### src/rtl/olst_pkg.sv
// ----------------------------------------------------------------------------
// olst_pkg: shared constants and types for the ordered list engine
// Command codes, widths and the control bundle that goes to every cell.
// ----------------------------------------------------------------------------
package olst_pkg;

	localparam int DEPTH   = 64;
	localparam int DATA_W  = 32;
	localparam int POS_W   = 7;
	localparam int CMD_W   = 3;
	localparam int GRP_N   = 8;
	localparam int GRP_CNT = DEPTH / GRP_N;
	localparam int OFF_W   = $clog2(GRP_N);

	localparam logic [CMD_W-1:0] CMD_CLEAR  = 3'd0;
	localparam logic [CMD_W-1:0] CMD_GET    = 3'd1;
	localparam logic [CMD_W-1:0] CMD_LOCATE = 3'd2;
	localparam logic [CMD_W-1:0] CMD_INSERT = 3'd3;
	localparam logic [CMD_W-1:0] CMD_DELETE = 3'd4;

	// control bundle broadcast to the cell row
	typedef struct packed {
		logic              shift_up;  // insert: open a slot at pos_idx
		logic              shift_dn;  // delete: close the slot at pos_idx
		logic [POS_W-1:0]  pos_idx;   // 0-based position
		logic [DATA_W-1:0] key;       // insert value / locate key
		logic [POS_W-1:0]  count;     // live element count
	} cell_ctrl_t;

endpackage

### src/rtl/olst_cell.sv
// ----------------------------------------------------------------------------
// olst_cell: one list slot
// Holds one element, shifts from either neighbor, compares against the key.
// ----------------------------------------------------------------------------
module olst_cell (
	input  logic                              clk,
	input  olst_pkg::cell_ctrl_t              ctrl,
	input  logic [olst_pkg::POS_W-1:0]        idx,
	input  logic [olst_pkg::DATA_W-1:0]       left_d,
	input  logic [olst_pkg::DATA_W-1:0]       right_d,
	output logic [olst_pkg::DATA_W-1:0]       q,
	output logic                              match,
	output logic [olst_pkg::DATA_W-1:0]       sel_d
);

	logic [olst_pkg::DATA_W-1:0] data_q;
	logic                        at_pos;
	logic                        above_pos;

	assign at_pos    = (idx == ctrl.pos_idx);
	assign above_pos = (idx > ctrl.pos_idx);

	always_ff @(posedge clk) begin
		if (ctrl.shift_up) begin
			if (above_pos) begin
				data_q <= left_d;
			end else if (at_pos) begin
				data_q <= ctrl.key;
			end
		end else if (ctrl.shift_dn) begin
			if (above_pos || at_pos) begin
				data_q <= right_d;
			end
		end
	end

	assign q     = data_q;
	assign match = (data_q == ctrl.key) && (idx < ctrl.count);
	assign sel_d = at_pos ? data_q : '0;

endmodule

### config.mk
export PLATFORM = sky130hd
export DESIGN_NAME = olst_cell
export DESIGN_NICKNAME = d
export VERILOG_FILES = /design/src/rtl/olst_pkg.sv /design/src/rtl/olst_cell.sv
export SDC_FILE = /design/constraint.sdc
export NUM_CORES = 1
export LEC_CHECK = 0
export BUFFER_PORTS_ARGS = -buffer_cell sky130_fd_sc_hd__buf_2
export CAP_MARGIN = 10
export CORE_MARGIN = 10
export CORE_UTILIZATION = 45
export DETAILED_ROUTE_END_ITERATION = 10
export PLACE_DENSITY_LB_ADDON = 0.12
export SLEW_MARGIN = 20
export SYNTH_ARGS = -nofsm -noshare
export SYNTH_HDL_FRONTEND = slang
export SYNTH_SLANG_ARGS = --single-unit
### constraint.sdc
create_clock -name clk -period 4.32 [get_ports clk]
set_clock_uncertainty 0.05 [all_clocks]
set_input_delay 0 -clock clk [delete_from_list [all_inputs] [get_ports clk]]
set_output_delay 0 -clock clk [all_outputs]
set_load 0.005 [all_outputs]
==> results.md <==
* Run status: finished clean
* Crit path from: idx[6]
* Post-synthesis sequential area ratio at between 30% and 40%
* CP Data Arrival Time at about 2000 ps
* Post-detail-place hpwl at ~7.4 mm
* Worst path bufs/invs at 1
* Int Pwr at ~0.75 mW
* Synth area leaders: edfxtp_1 (37%), mux2i_1 (12%), and2_1 (7.7%)
* CP Max Fanout at 32
* WL per Instance at 17.2 um
* Global-route usage over all layers at a little under a fifth
* CTS tree: built
* Global-route wire length before repair at 13.9 mm
* Fraction of the cycle the final worst path needs at between 40% and 50%
* CP required at around 4300 ps
* Fill count at ~460
* Final instance area at between 3000 and 4000 um^2
* Placed insts at a little over 500
* CP most frequent cell: a21oi_1
* Hold EP: q[14]$_DFFE_PP_
* Most common cell in the synthesized netlist: a21oi_1
* Vias after detailed routing at 2,675
* Max Root-Sink Buffers at 2
* Synth top area share at a little under two fifths
* GRT overflow at 0
* Clock transition at the registers of the reported paths at roughly 70 ps
* Max-Cap Viols at 0
* Max reg flops at 32
* Area grow syn2layout at 48.7%
* CTS buffer count at 5
* Post-Syn Area per Cell at a little under 10 um^2
* Final hold slack at 1.15 ps
* Htree depth at 2
* Initial antenna violation count at 0
* Register area at slightly below 1000 um^2
* Initial Util at a little under half
* Sw Ratio at about 30%
* Synthesized instance count at between 200 and 300
* Ports at 185
* CP Capture Type: register
* Multi-input gate area at between 1000 and 1500 um^2
* Post-layout min period at just over 2000 ps
* Clk sinks at 32
* # Post-CTS Setup Buffers at 0
* Final hold vios at 0
* Largest net degree at the start of global routing at 66
* Leakage at slightly below 2 nW
* Netlist Area Pre-Place at between 2000 and 3000 um^2
* PD cells at 278 nW/um^2
* Number of synthesized flops with an enable pin at 32
* Synth cell types at 30
* Die Y-Extent at 96.0 um
* Post-synth top flop: edfxtp_1
* Commonest cells post-synth: a21oi_1 (39), nor2_1 (33), and2_1 (32), edfxtp_1 (32), mux2i_1 (32)
* Cell accounting for the most synthesized area: edfxtp_1
* Die X at between 90 and 100 um
* Normalized max-slew margin at between 30% and 40%
* Diode count at 0
* Die Footprint at approximately 9200 um^2
* Yosys warnings at 0
* Hold_sp: right_d[14]
* DRT iter0 DRCs at 72
* Comb pwr share at 31.3%
* Final setup fails at 0
* Total wire length at between 9 and 10 mm
* CP Class: in -> reg
* Root buf cell: clkbuf_8
* DRC at 0
* Actual slew at the worst max-slew pin at 1030 ps
* Core Region at ~5500 um^2
* DR vias/cell at between 4 and 5
* Slowest CP cell: o22a_2
* CP Launch Type: input port
* Peak supply drop at between 0.15 and 0.2 mV
* RSZ-0062 raised after global routing: false
* Top delay family on crit path: compound AO/OA/AOI/OAI gates
* Vias in the first global route at 2,859
* Max Slew Vio Count at 0
* Layout cells sized above 1 at between 40% and 50%
* Rows at 27
* Seq cells post-synth at 32
* Instance area at placement at roughly 3500 um^2
* # port buffers at around 180
* Total power at around 1.1 mW
* Hold Crit Class: in -> reg
* Final net count at around 600
* Non-Filler Instances at between 500 and 600
* P_sw at approximately 0.33 mW
* Gpl congestion at between 0.8 and 0.9
* CP peak stage delay at roughly 850 ps
* Clock share of power at between 20 and 30%
* Cell Chain, Critical Path: buf_2, ha_1, nand4_2, a21oi_1, o22a_2, mux2i_1, a21oi_1
* Number of routed nets with antenna violations at 0
* Seq pwr share at 41.7%
* Synth Net Count at 398
* Async set-or-reset flop fraction in the synthesized netlist at 0%
* FMAX at between 400 and 500 MHz
* Min-Delay Path Depth at 3
* Setup TNS at 0 ps
* Pre-Repair DR Iteration Count at 4
-- tightest hold or removal path: stages --
cell	delay [ps]
buf_2	70
nor2_1	30
a21oi_1	110
-- what timing repair did --
action	CTS	global route
hold endpoints to repair	27	0
gates resized for setup	0	0
hold buffers	27	0
-- layout make-up --
type                       count  area share, %
timing repair buffer         213           31.2
multi-input combinational    206           37.6
inverter                      13           1.26
sequential                    32           24.9
tap                           72           2.33
clock buffer                   5           1.78
clock inverter                 3          0.972
-- power by group through the flow --
| stage | registers, mW | clock network [mW] | logic, mW |
|---|---|---|---|
| global route | 0.454 | 0.310 | 0.373 |
| detailed placement | 0.454 | 0 | 0.321 |
| floorplan | 0.453 | 0 | 0.180 |
| CTS | 0.447 | 0.293 | 0.341 |
| finish | 0.448 | 0.291 | 0.337 |
| global placement | 0.450 | 0 | 0.314 |
-- worst max path at each step --
stage | to | depth (start not counted) | slack (ps)
after floorplan | q[0]$_DFFE_PP_ | 5 | 2450
after global placement | q[10]$_DFFE_PP_ | 7 | 2050
after detailed placement | q[25]$_DFFE_PP_ | 7 | 2010
after CTS | q[24]$_DFFE_PP_ | 7 | 2320
after global routing | q[13]$_DFFE_PP_ | 7 | 2100
final | q[4]$_DFFE_PP_ | 7 | 2270
-- placed cells by master, fill, tap and decap left out, drive strengths merged, types with 2 or more instances in the layout --
cell	netlist	routed
a21oi	39	39
and2	32	32
buf	5	186
clkbuf	3	5
clkinv	0	2
dlygate4sd3	3	27
edfxtp	32	32
ha	13	13
inv	13	13
mux2i	32	32
nand2	2	2
nand3	2	2
nand4	5	5
nor2	33	33
nor3	2	2
nor4	5	5
o21ai	2	2
o22a	2	2
xnor2	12	12
xor2	20	20
-- per-stage QoR --
step / setup slack (ps) / util (%)
final: 2270 / 69.7
after global routing: 2100 / 69.7
after CTS: 2320 / 69.6
after detailed placement: 2010 / 62.8
after global placement: 2050 / 62.8
after floorplan: 2450 / -
-- kinds of logic after synthesis --
family                   after synthesis  synth area share [%]
AO/OA/AOI/OAI                         46                  9.49
XOR/XNOR                              32                  10.8
adder cells (fa/ha/maj)               13                  6.26
buffers and inverters                 27                  7.42
flip-flops                            32                  37.0
multiplexers                          32                  12.3
AND/OR/NAND/NOR                       83                  16.7
-- metal layers --
metal,up-vias,global-route usage [%],part of all wire (%)
li1,1343,-,-
met1,1207,20.9,37
met2,116,34.5,51
met3,9,7.47,11
met4,0,4.05,1.2
met5,-,0,0
No activity file was read; power rests on OpenSTA's default activity.
