===== config.mk =====
export PLATFORM = sky130hd
export DESIGN_NAME = olst_group
export DESIGN_NICKNAME = d
export VERILOG_FILES = /design/src/rtl/olst_pkg.sv /design/src/rtl/olst_group.sv
export SDC_FILE = /design/constraint.sdc
export NUM_CORES = 1
export LEC_CHECK = 0
export ABC_CLOCK_PERIOD_IN_PS = 800
export BUFFER_PORTS_ARGS = -buffer_cell sky130_fd_sc_hd__clkbuf_2
export CORE_AREA = 2 2 118 120
export DETAILED_ROUTE_END_ITERATION = 8
export DIE_AREA = 0 0 120 122
export GPL_TIMING_DRIVEN = 0
export MAX_ROUTING_LAYER = met4
export PLACE_DENSITY_LB_ADDON = 0.1
export SYNTH_ARGS = -nofsm -noshare
export SYNTH_HDL_FRONTEND = slang
export SYNTH_SLANG_ARGS = --single-unit

===== constraint.sdc =====
create_clock -name clk -period 0.8 [get_ports clk]
set_input_delay 0.04 -clock clk [delete_from_list [all_inputs] [get_ports clk]]
set_output_delay 0.04 -clock clk [all_outputs]
set_load 0.1 [all_outputs]

===== src/rtl/olst_pkg.sv =====
// ----------------------------------------------------------------------------
// olst_pkg: shared constants and types for the ordered list engine
// Command codes, widths and the control bundle that goes to every cell.
// ----------------------------------------------------------------------------
package olst_pkg;

	localparam int DEPTH   = 64;
	localparam int DATA_W  = 32;
	localparam int POS_W   = 7;
	localparam int CMD_W   = 3;
	localparam int GRP_N   = 8;
	localparam int GRP_CNT = DEPTH / GRP_N;
	localparam int OFF_W   = $clog2(GRP_N);

	localparam logic [CMD_W-1:0] CMD_CLEAR  = 3'd0;
	localparam logic [CMD_W-1:0] CMD_GET    = 3'd1;
	localparam logic [CMD_W-1:0] CMD_LOCATE = 3'd2;
	localparam logic [CMD_W-1:0] CMD_INSERT = 3'd3;
	localparam logic [CMD_W-1:0] CMD_DELETE = 3'd4;

	// control bundle broadcast to the cell row
	typedef struct packed {
		logic              shift_up;  // insert: open a slot at pos_idx
		logic              shift_dn;  // delete: close the slot at pos_idx
		logic [POS_W-1:0]  pos_idx;   // 0-based position
		logic [DATA_W-1:0] key;       // insert value / locate key
		logic [POS_W-1:0]  count;     // live element count
	} cell_ctrl_t;

endpackage


===== src/rtl/olst_group.sv =====
// ----------------------------------------------------------------------------
// olst_group: first-match and read-select over one group of cells
// Registered partial result; the top level merges the groups.
// ----------------------------------------------------------------------------
module olst_group (
	input  logic                                          clk,
	input  logic [olst_pkg::GRP_N-1:0]                    match,
	input  logic [olst_pkg::GRP_N-1:0][olst_pkg::DATA_W-1:0] sel_d,
	output logic                                          hit_q,
	output logic [olst_pkg::OFF_W-1:0]                    off_q,
	output logic [olst_pkg::DATA_W-1:0]                   data_q
);

	logic                        hit;
	logic [olst_pkg::OFF_W-1:0]  off;
	logic [olst_pkg::DATA_W-1:0] data;

	// lowest matching slot wins
	always_comb begin
		hit  = 1'b0;
		off  = '0;
		data = '0;
		for (int i = olst_pkg::GRP_N - 1; i >= 0; i--) begin
			if (match[i]) begin
				hit = 1'b1;
				off = olst_pkg::OFF_W'(i);
			end
			data = data | sel_d[i];
		end
	end

	always_ff @(posedge clk) begin
		hit_q  <= hit;
		off_q  <= off;
		data_q <= data;
	end

endmodule


==> results of run 1 <==
-- metrics by stage --
stage	setup TNS (ns)	util	cell area, µm²	instances
6_report	-1.79	0.337	4550	672
5_1_grt	-2.96	0.337	4550	672
4_1_cts	-2.50	0.322	4340	672
3_5_place_dp	-0.0374	0.229	3090	626
3_3_place_gp	-0.0989	0.229	3090	626
2_1_floorplan	0	-	1370	146
-- cells in the mapped netlist --
master     n
nor2_1     3
o41ai_1    1
nor4_1    65
nor2b_1    2
nand2_1   33
dfxtp_1   36
o21ai_0    1
a21oi_1    2
a211oi_1   1
nor4_2     1
inv_1      1
-- what timing repair did --
action	4_1_cts	5_1_grt
hold endpoints to repair	35	34
hold buffers	38	2
pin swaps	0	2
resized for setup	108	31
endpoints found under the setup margin	36	61
-- path summary, 6_finish.rpt --
check	startpoint	end	slack, ns	cells after the start
max	data_q[1]	data_q[1]	-0.07	1
min	sel_d[79]	data_q[15]	-0.06	3
-- per-layer routing --
metal	vias to the layer above	global-route usage
met5	-	-
met4	0	0.0551
met3	14	0.0272
met2	154	0.184
met1	1131	0.0901
li1	1268	-
-- report_power, final --
part           switching, W  leakage (nW)  internal [W]
combinational      0.000436          1.84      0.000710
clock              0.000763        0.0712       0.00124
sequential       0.00000975         0.276       0.00181
-- cells by family after synthesis --
group                  after synthesis
DFF                                 36
and+or+nand+nor                    104
buffers and inverters                1
AOI/OAI and AO/OA                    5
-- flip-flops by register name, summed over array words and instances (netlist names) --
| register | count |
|---|---|
| data_q | 32 |
| hit_q | 1 |
| off_q | 3 |
-- final cells by class --
class	instances	share of cell area
timing repair buffer	338	0.574
clock buffer	8	0.0322
inverter	1	0.000825
multi-input combinational	109	0.175
sequential	36	0.168
tap	180	0.0495
==> summary.md, run 1 <==
| Metric | Value |
|---|---|
| Setup violators final | 36 |
| Largest net degree at the start of global routing | 11 |
| Nets | 756 |
| Syn nets | 411 |
| Routed len/inst | 11.5 µm |
| Maximum clock rate | 1150 MHz |
| Most common cell after layout, fill and taps aside | clkbuf_2 |
| Max Buffers Root-to-Sink | 2 |
| TritonCTS Buffers | 5 |
| Vias in the first global route | 2541 |
| GPL Wtd Cong | 0.757 |
| Measured slew at the worst slew-check pin | 0.372 ns |
| Commonest cells after routing, fill and taps aside | clkbuf_2 (262), clkbuf_16 (41), nor4_1 (39), dlygate4sd3_1 (39), dfxtp_2 (36) |
| Synth top area share | 0.545 |
| Compound-gate portion of the synthesized area | 0.0237 |
| Metal2 WL | 4470 µm |
| Hold slack | -0.0639 ns |
| Worst path slowest cell | dfxtp_2 |
| Post-synthesis mux area share | 0 |
| Tightest Hold Check Type | primary input to register |
| CP max FO | 1 |
| Clock sinks | 36 |
| DRT Pass-1 Iters | 4 |
| Final Cycle Share | 1.09 |
| Fin. max-slew vios | 0 |
| Post-synthesis xor/xnor area fraction | 0 |
| H-tree depth | 2 |
| Worst EP required | 0.76 ns |
| Synth Area in Simple Gates | 0.429 |
| Top post-synthesis cells by area | dfxtp_1 (54%), nor4_1 (31%), nand2_1 (9.4%) |
| Global-route wire length before repair | 10900 µm |
| Hpwl dp | 6190 µm |
| Status | finished, violations left |
| Port-buffer cells | 300 |
| DR vias/cell | 3.82 |
| Post-Synthesis Cells | 146 |
| Top cell type by total area after synthesis | dfxtp_1 |
| M1 wire length | 2420 µm |
| Yosys reg bits | 36 |
| Final Worst Setup Slack | -0.0701 ns |
| Synth cell types | 11 |
| Routed via count | 2567 |
| Synth warn | 0 |
| Chip width | 120 µm |
| RSZ-0062 raised after global routing | true |
| Max_cap viols | 0 |
| Static leakage | 2.19 nW |
| Post-route ant nets | 0 |
| DR iter-0 viols | 38 |
| Worst slack, placed | -0.0374 ns |
| Share of layout cells above drive strength 1 | 0.746 |
| Post-CTS setup repair buffer count | 0 |
| Crit path buf inv count | 1 |
| Largest delay contributor family on the critical path | flip-flops |
| Clock-pin slew on the worst setup and hold paths | 0.06 ns |
| Crit path arrival time | 0.83 ns |
| Initial antenna violation count | 0 |
| Mapped cell area | 1320 µm² |
| CTS tree | done |
| Starting Density | 0.0979 |
| Layout Area Growth over Synthesis | 244% |
| Slew Limit Headroom | 0.750 |
| Rows | 43 |
| Largest family of logic cells by synthesized area | simple AND/OR/NAND/NOR gates |
| Min Tclk post-route | 0.870 ns |
| Uppermost layer routed | met4 |
| Worst vdd ir | 0.593 mV |
| Crit Path Class | register to output pin |
| Hold Vio Cnt, Final | 33 |
| Cell area power density | 1090 nW/µm² |
| Cells along the critical path | clkbuf_16 |
| Violated checks | negative hold slack, negative setup slack |
| Worst setup SP type | register |
| Pwr Total | 0.00497 W |
| Diode count | 0 |
| Sequential share of the synthesized area | 0.545 |
| CORE AREA | 13500 µm² |
| Die Span Y | 122 µm |
| Multi-input logic area | 796 µm² |
| Global route total overflow | 0 |
| Worst setup EP type | output pin |
| Mean Syn Cell Area | 9.06 µm² |
| Worst stage delay on the critical path | 0.34 ns |
| Total die area | 14600 µm² |
| # IOs | 301 |
| Post-synthesis adder-cell area fraction | 0 |
| Seq. cell area | 766 µm² |
| Drt drc | 0 |
| Drt total wl | 7730 µm |
| DR WL met3 | 632 µm |
| Aggregate global-route resource usage | 0.0986 |
| Fill cells | 1386 |
| Clock Tree Root | clkbuf_16 |
Note: power is estimated with default switching activity, not from simulation.
==> inputs of run 2 (changes only) <==
- PLACE_DENSITY: not set -> 0.41
- PLACE_DENSITY_LB_ADDON: 0.1 -> not set
==> summary.md, run 2 (same netlist as run 1, synthesis figures left out) <==
| Metric | Value |
|---|---|
| Status | finished, violations left |
| Violated checks | negative hold slack, negative setup slack |
| Port-buffer cells | 300 |
| Fin. max-slew vios | 0 |
| Crit path buf inv count | 1 |
| CTS tree | done |
| Max_cap viols | 0 |
| Sw Pwr | 0.00118 W |
| Initial antenna violation count | 2 |
| Setup violators final | 36 |
| Maximum clock rate | 1140 MHz |
| Worst path slowest cell | dfxtp_2 |
| DRT Pass-1 Iters | 4 |
| Aggregate global-route resource usage | 0.103 |
| GPL Wtd Cong | 0.764 |
| DR vias/cell | 3.91 |
| CP startpoint | data_q[10] |
| Layout Area Growth over Synthesis | 235% |
| DR iter-0 viols | 23 |
| Tightest Hold Check Type | primary input to register |
| Largest register by flop count | data_q |
| Worst EP required | 0.76 ns |
| Global-route wire length before repair | 10800 µm |
| Final Worst Setup Slack | -0.0772 ns |
| Starting Density | 0.0979 |
| Largest net degree at the start of global routing | 11 |
| Static leakage | 2.16 nW |
| Final Cycle Share | 1.10 |
| Combinational power share | 0.228 |
| Crit Path Class | register to output pin |
| Commonest cells after routing, fill and taps aside | clkbuf_2 (261), nor4_1 (46), clkbuf_16 (41) |
| Hpwl dp | 6620 µm |
| Clock power share | 0.403 |
| Post-CTS setup repair buffer count | 0 |
| Drt total wl | 8280 µm |
| Fill cells | 1334 |
| Hold Vio Cnt, Final | 34 |
| Hold slack | -0.0618 ns |
| Slew Limit Headroom | 0.670 |
| Worst vdd ir | 0.597 mV |
| Largest register FFs | 32 |
| Hold wc startpoint | sel_d[73] |
| Pint | 0.00374 W |
| Chip width | 120 µm |
| Routed via count | 2616 |
| Min Tclk post-route | 0.877 ns |
| # IOs | 301 |
| Worst setup EP type | output pin |
| Clock sinks | 36 |
| Max Buffers Root-to-Sink | 2 |
| Crit path arrival time | 0.84 ns |
| Vias in the first global route | 2515 |
| Worst slack, placed | -0.0228 ns |
| TritonCTS Buffers | 5 |
| Rows | 43 |
| Total die area | 14600 µm² |
| Switching portion of total power | 0.240 |
| Cell count of the worst hold path | 3 |
| RSZ-0062 raised after global routing | true |
| Nets | 751 |
| Cell area power density | 1110 nW/µm² |
| Measured slew at the worst slew-check pin | 0.490 ns |
| Worst stage delay on the critical path | 0.35 ns |
| Seq pwr share | 0.370 |
| Global route total overflow | 0 |
| Clock-pin slew on the worst setup and hold paths | 0.05 ns |
| Cells along the critical path | clkbuf_16 |
| Share of layout cells above drive strength 1 | 0.737 |
| Most common cell after layout, fill and taps aside | clkbuf_2 |
| Largest delay contributor family on the critical path | flip-flops |
| Top Registers | data_q x32, off_q x3, hit_q x1 |
| Worst setup SP type | register |
| TNS Setup | -1.79 ns |
| CP max FO | 1 |
| Worst hold endpoint | data_q[9] |
| CORE AREA | 13500 µm² |
| Die Span Y | 122 µm |
| Routed len/inst | 12.4 µm |
| Drt drc | 0 |
| Post-route ant nets | 0 |
| Final Util | 0.328 |
| H-tree depth | 2 |
| Clock Tree Root | clkbuf_16 |
## run 2: worst max path at each step
| stage | to | cells past startpoint | slack, ns |
|---|---|---|---|
| floorplan | data_q[0] | 0 | 0.13 |
| finish | data_q[10] | 1 | -0.08 |
| global route | data_q[10] | 1 | -0.12 |
| detailed placement | data_q[19] | 3 | -0.02 |
| global placement | data_q[19] | 3 | -0.03 |
| CTS | data_q[10] | 1 | -0.11 |
## run 2: routing by layer
metal	wire, µm	global-route usage	part of all wire
met1	2580	0.0848	0.31
met5	0	-	0
met3	872	0.0431	0.11
met4	280	0.0596	0.034
met2	4540	0.191	0.55
## run 2: repair_timing
action | CTS | global route
hold endpoints to repair | 35 | 33
pin swaps | 0 | 5
endpoints found under the setup margin | 36 | 55
resized for setup | 108 | 20
hold buffers | 33 | 3
## run 2: power by group through the flow
stage                     sequential [W]  combinational, W  clock (W)
final                            0.00182           0.00112    0.00198
after global routing             0.00182           0.00121    0.00223
after CTS                        0.00182           0.00106    0.00214
after detailed placement         0.00185          0.000880          0
after global placement           0.00185          0.000870          0
after floorplan                  0.00196         0.0000784          0
## run 2: area by class of cell
cell class,instances,area [µm²],share of cell area
inverter,1,3.75,0.000847
multi-input combinational,109,717,0.162
clock buffer,8,146,0.0330
sequential,36,766,0.173
antenna,2,5.00,0.00113
tap,180,225,0.0508
timing repair buffer,333,2570,0.580
## run 2: metrics by stage
step                      cells  area (µm²)  hold WS [ns]  power [W]
after floorplan             146        1370         0.105    0.00204
after global placement      626        3090         0.225    0.00272
after detailed placement    626        3090         0.224    0.00273
after CTS                   667        4290       -0.0814    0.00502
after global routing        669        4430       -0.0775    0.00526
final                       669        4430       -0.0618    0.00492
==> inputs of run 3 (changes only) <==
- ABC_CLOCK_PERIOD_IN_PS: 800 -> 1050
- CORE_AREA: 2 2 118 120 -> 2 2 117 119
- DIE_AREA: 0 0 120 122 -> 0 0 119 121
- PLACE_DENSITY: 0.41 -> 0.42
- clock period: 0.8 -> 1.05 ns (I/O delays scaled with it)
==> summary.md, run 3 <==
| Metric | Value |
|---|---|
| GPL Wtd Cong | 0.816 |
| Stop err | [ERROR RSZ-0060] Max buffer count reached. |
| Halt Stage | clock tree synthesis |
| Synth cell types | 11 |
| Post-Synthesis Cells | 146 |
| Post-synth EDFFs | 0 |
| Status | stopped before the end |
| Mean Syn Cell Area | 9.06 µm² |
| Most instantiated cells after synthesis | nor4_1 (65), dfxtp_1 (36), nand2_1 (33) |
| Synth warn | 0 |
| Syn nets | 411 |
| Yosys reg bits | 36 |
| Synth top area share | 0.545 |
| Max Buffers Root-to-Sink | 2 |
| # hold bufs at CTS | 127 |
| Synth async-reset ratio | 0 |
| Top post-synthesis cells by area | dfxtp_1 (54%), nor4_1 (31%), nand2_1 (9.4%) |
| # IOs | 301 |
| Chip width | 119 µm |
| Clock sinks | 36 |
| Die Span Y | 121 µm |
| Most frequent cell after synthesis | nor4_1 |
| Rows | 42 |
| Starting Density | 0.101 |
| H-tree depth | 2 |
| Hpwl dp | 6780 µm |
| Top cell type by total area after synthesis | dfxtp_1 |
| TritonCTS Buffers | 5 |
| Post_cts resized | 37 |
| Post-CTS setup repair buffer count | 0 |
| Primary FF master, synth | dfxtp_1 |
| Port-buffer cells | 300 |
| Clock Tree Root | clkbuf_16 |
| Sequential share of the synthesized area | 0.545 |
| Mapped cell area | 1320 µm² |
run 3: per-stage QoR:
step	instance area, µm²	hold slack, ns	cells	worst slack, ns	util
floorplan	1320	0.125	146	0.0885	-
global placement	3040	0.238	622	0.189	0.233
detailed placement	3040	0.236	622	0.200	0.233
run 3: kinds of logic after synthesis:
family | Yosys count | share of synthesized area
AND/OR/NAND/NOR | 104 | 0.429
flip-flops | 36 | 0.545
AO/OA/AOI/OAI | 5 | 0.0237
buffers and inverters | 1 | 0.00284
==> inputs of run 4 (changes only) <==
- CORE_AREA: 2 2 117 119 -> 2 2 116 118
- DIE_AREA: 0 0 119 121 -> 0 0 118 120
- MAX_ROUTING_LAYER: met4 -> not set
- PLACE_DENSITY: 0.42 -> not set
- PLACE_DENSITY_LB_ADDON: not set -> 0.15
==> summary.md, run 4 <==
| Metric | Value |
|---|---|
| Rows | 42 |
| # IOs | 301 |
| Post-Synthesis Cells | 146 |
| Synth Area in Simple Gates | 0.429 |
| Synth top area share | 0.545 |
| Hpwl dp | 6450 µm |
| Mapped cell area | 1320 µm² |
| Most frequent cell after synthesis | nor4_1 |
| Most instantiated cells after synthesis | nor4_1 (65), dfxtp_1 (36), nand2_1 (33) |
| Yosys reg bits | 36 |
| Top post-synthesis cells by area | dfxtp_1 (54%), nor4_1 (31%), nand2_1 (9.4%) |
| Compound-gate portion of the synthesized area | 0.0237 |
| # hold bufs at CTS | 127 |
| Halt Stage | clock tree synthesis |
| Sequential share of the synthesized area | 0.545 |
| Top cell type by total area after synthesis | dfxtp_1 |
| Synth cell types | 11 |
| Post_cts resized | 36 |
| Die Span Y | 120 µm |
| Clock Tree Root | clkbuf_16 |
| Post-synthesis mux area share | 0 |
| Synth async-reset ratio | 0 |
| Synth warn | 0 |
| TritonCTS Buffers | 5 |
| Largest family of logic cells by synthesized area | simple AND/OR/NAND/NOR gates |
| Port-buffer cells | 300 |
| Clock sinks | 36 |
| Mean Syn Cell Area | 9.06 µm² |
| H-tree depth | 2 |
| Status | stopped before the end |
| Post-synthesis adder-cell area fraction | 0 |
| Primary FF master, synth | dfxtp_1 |
| Syn nets | 411 |
| Post-CTS setup repair buffer count | 0 |
| Starting Density | 0.102 |
| Chip width | 118 µm |
| Post-synthesis xor/xnor area fraction | 0 |
| Stop err | [ERROR RSZ-0060] Max buffer count reached. |
| Max Buffers Root-to-Sink | 2 |
| Post-synth EDFFs | 0 |
| GPL Wtd Cong | 0.720 |
## run 4: stage by stage
| stage | setup WS (ns) | hold WS [ns] | instances | util | cell area, µm² |
|---|---|---|---|---|---|
| after detailed placement | 0.216 | 0.235 | 622 | 0.235 | 3040 |
| after global placement | 0.204 | 0.235 | 622 | 0.235 | 3040 |
| after floorplan | 0.0885 | 0.125 | 146 | - | 1320 |
## run 4: cells by family after synthesis
logic type	count (synthesis)
buffers and inverters	1
and+or+nand+nor	104
AOI/OAI and AO/OA	5
DFF	36
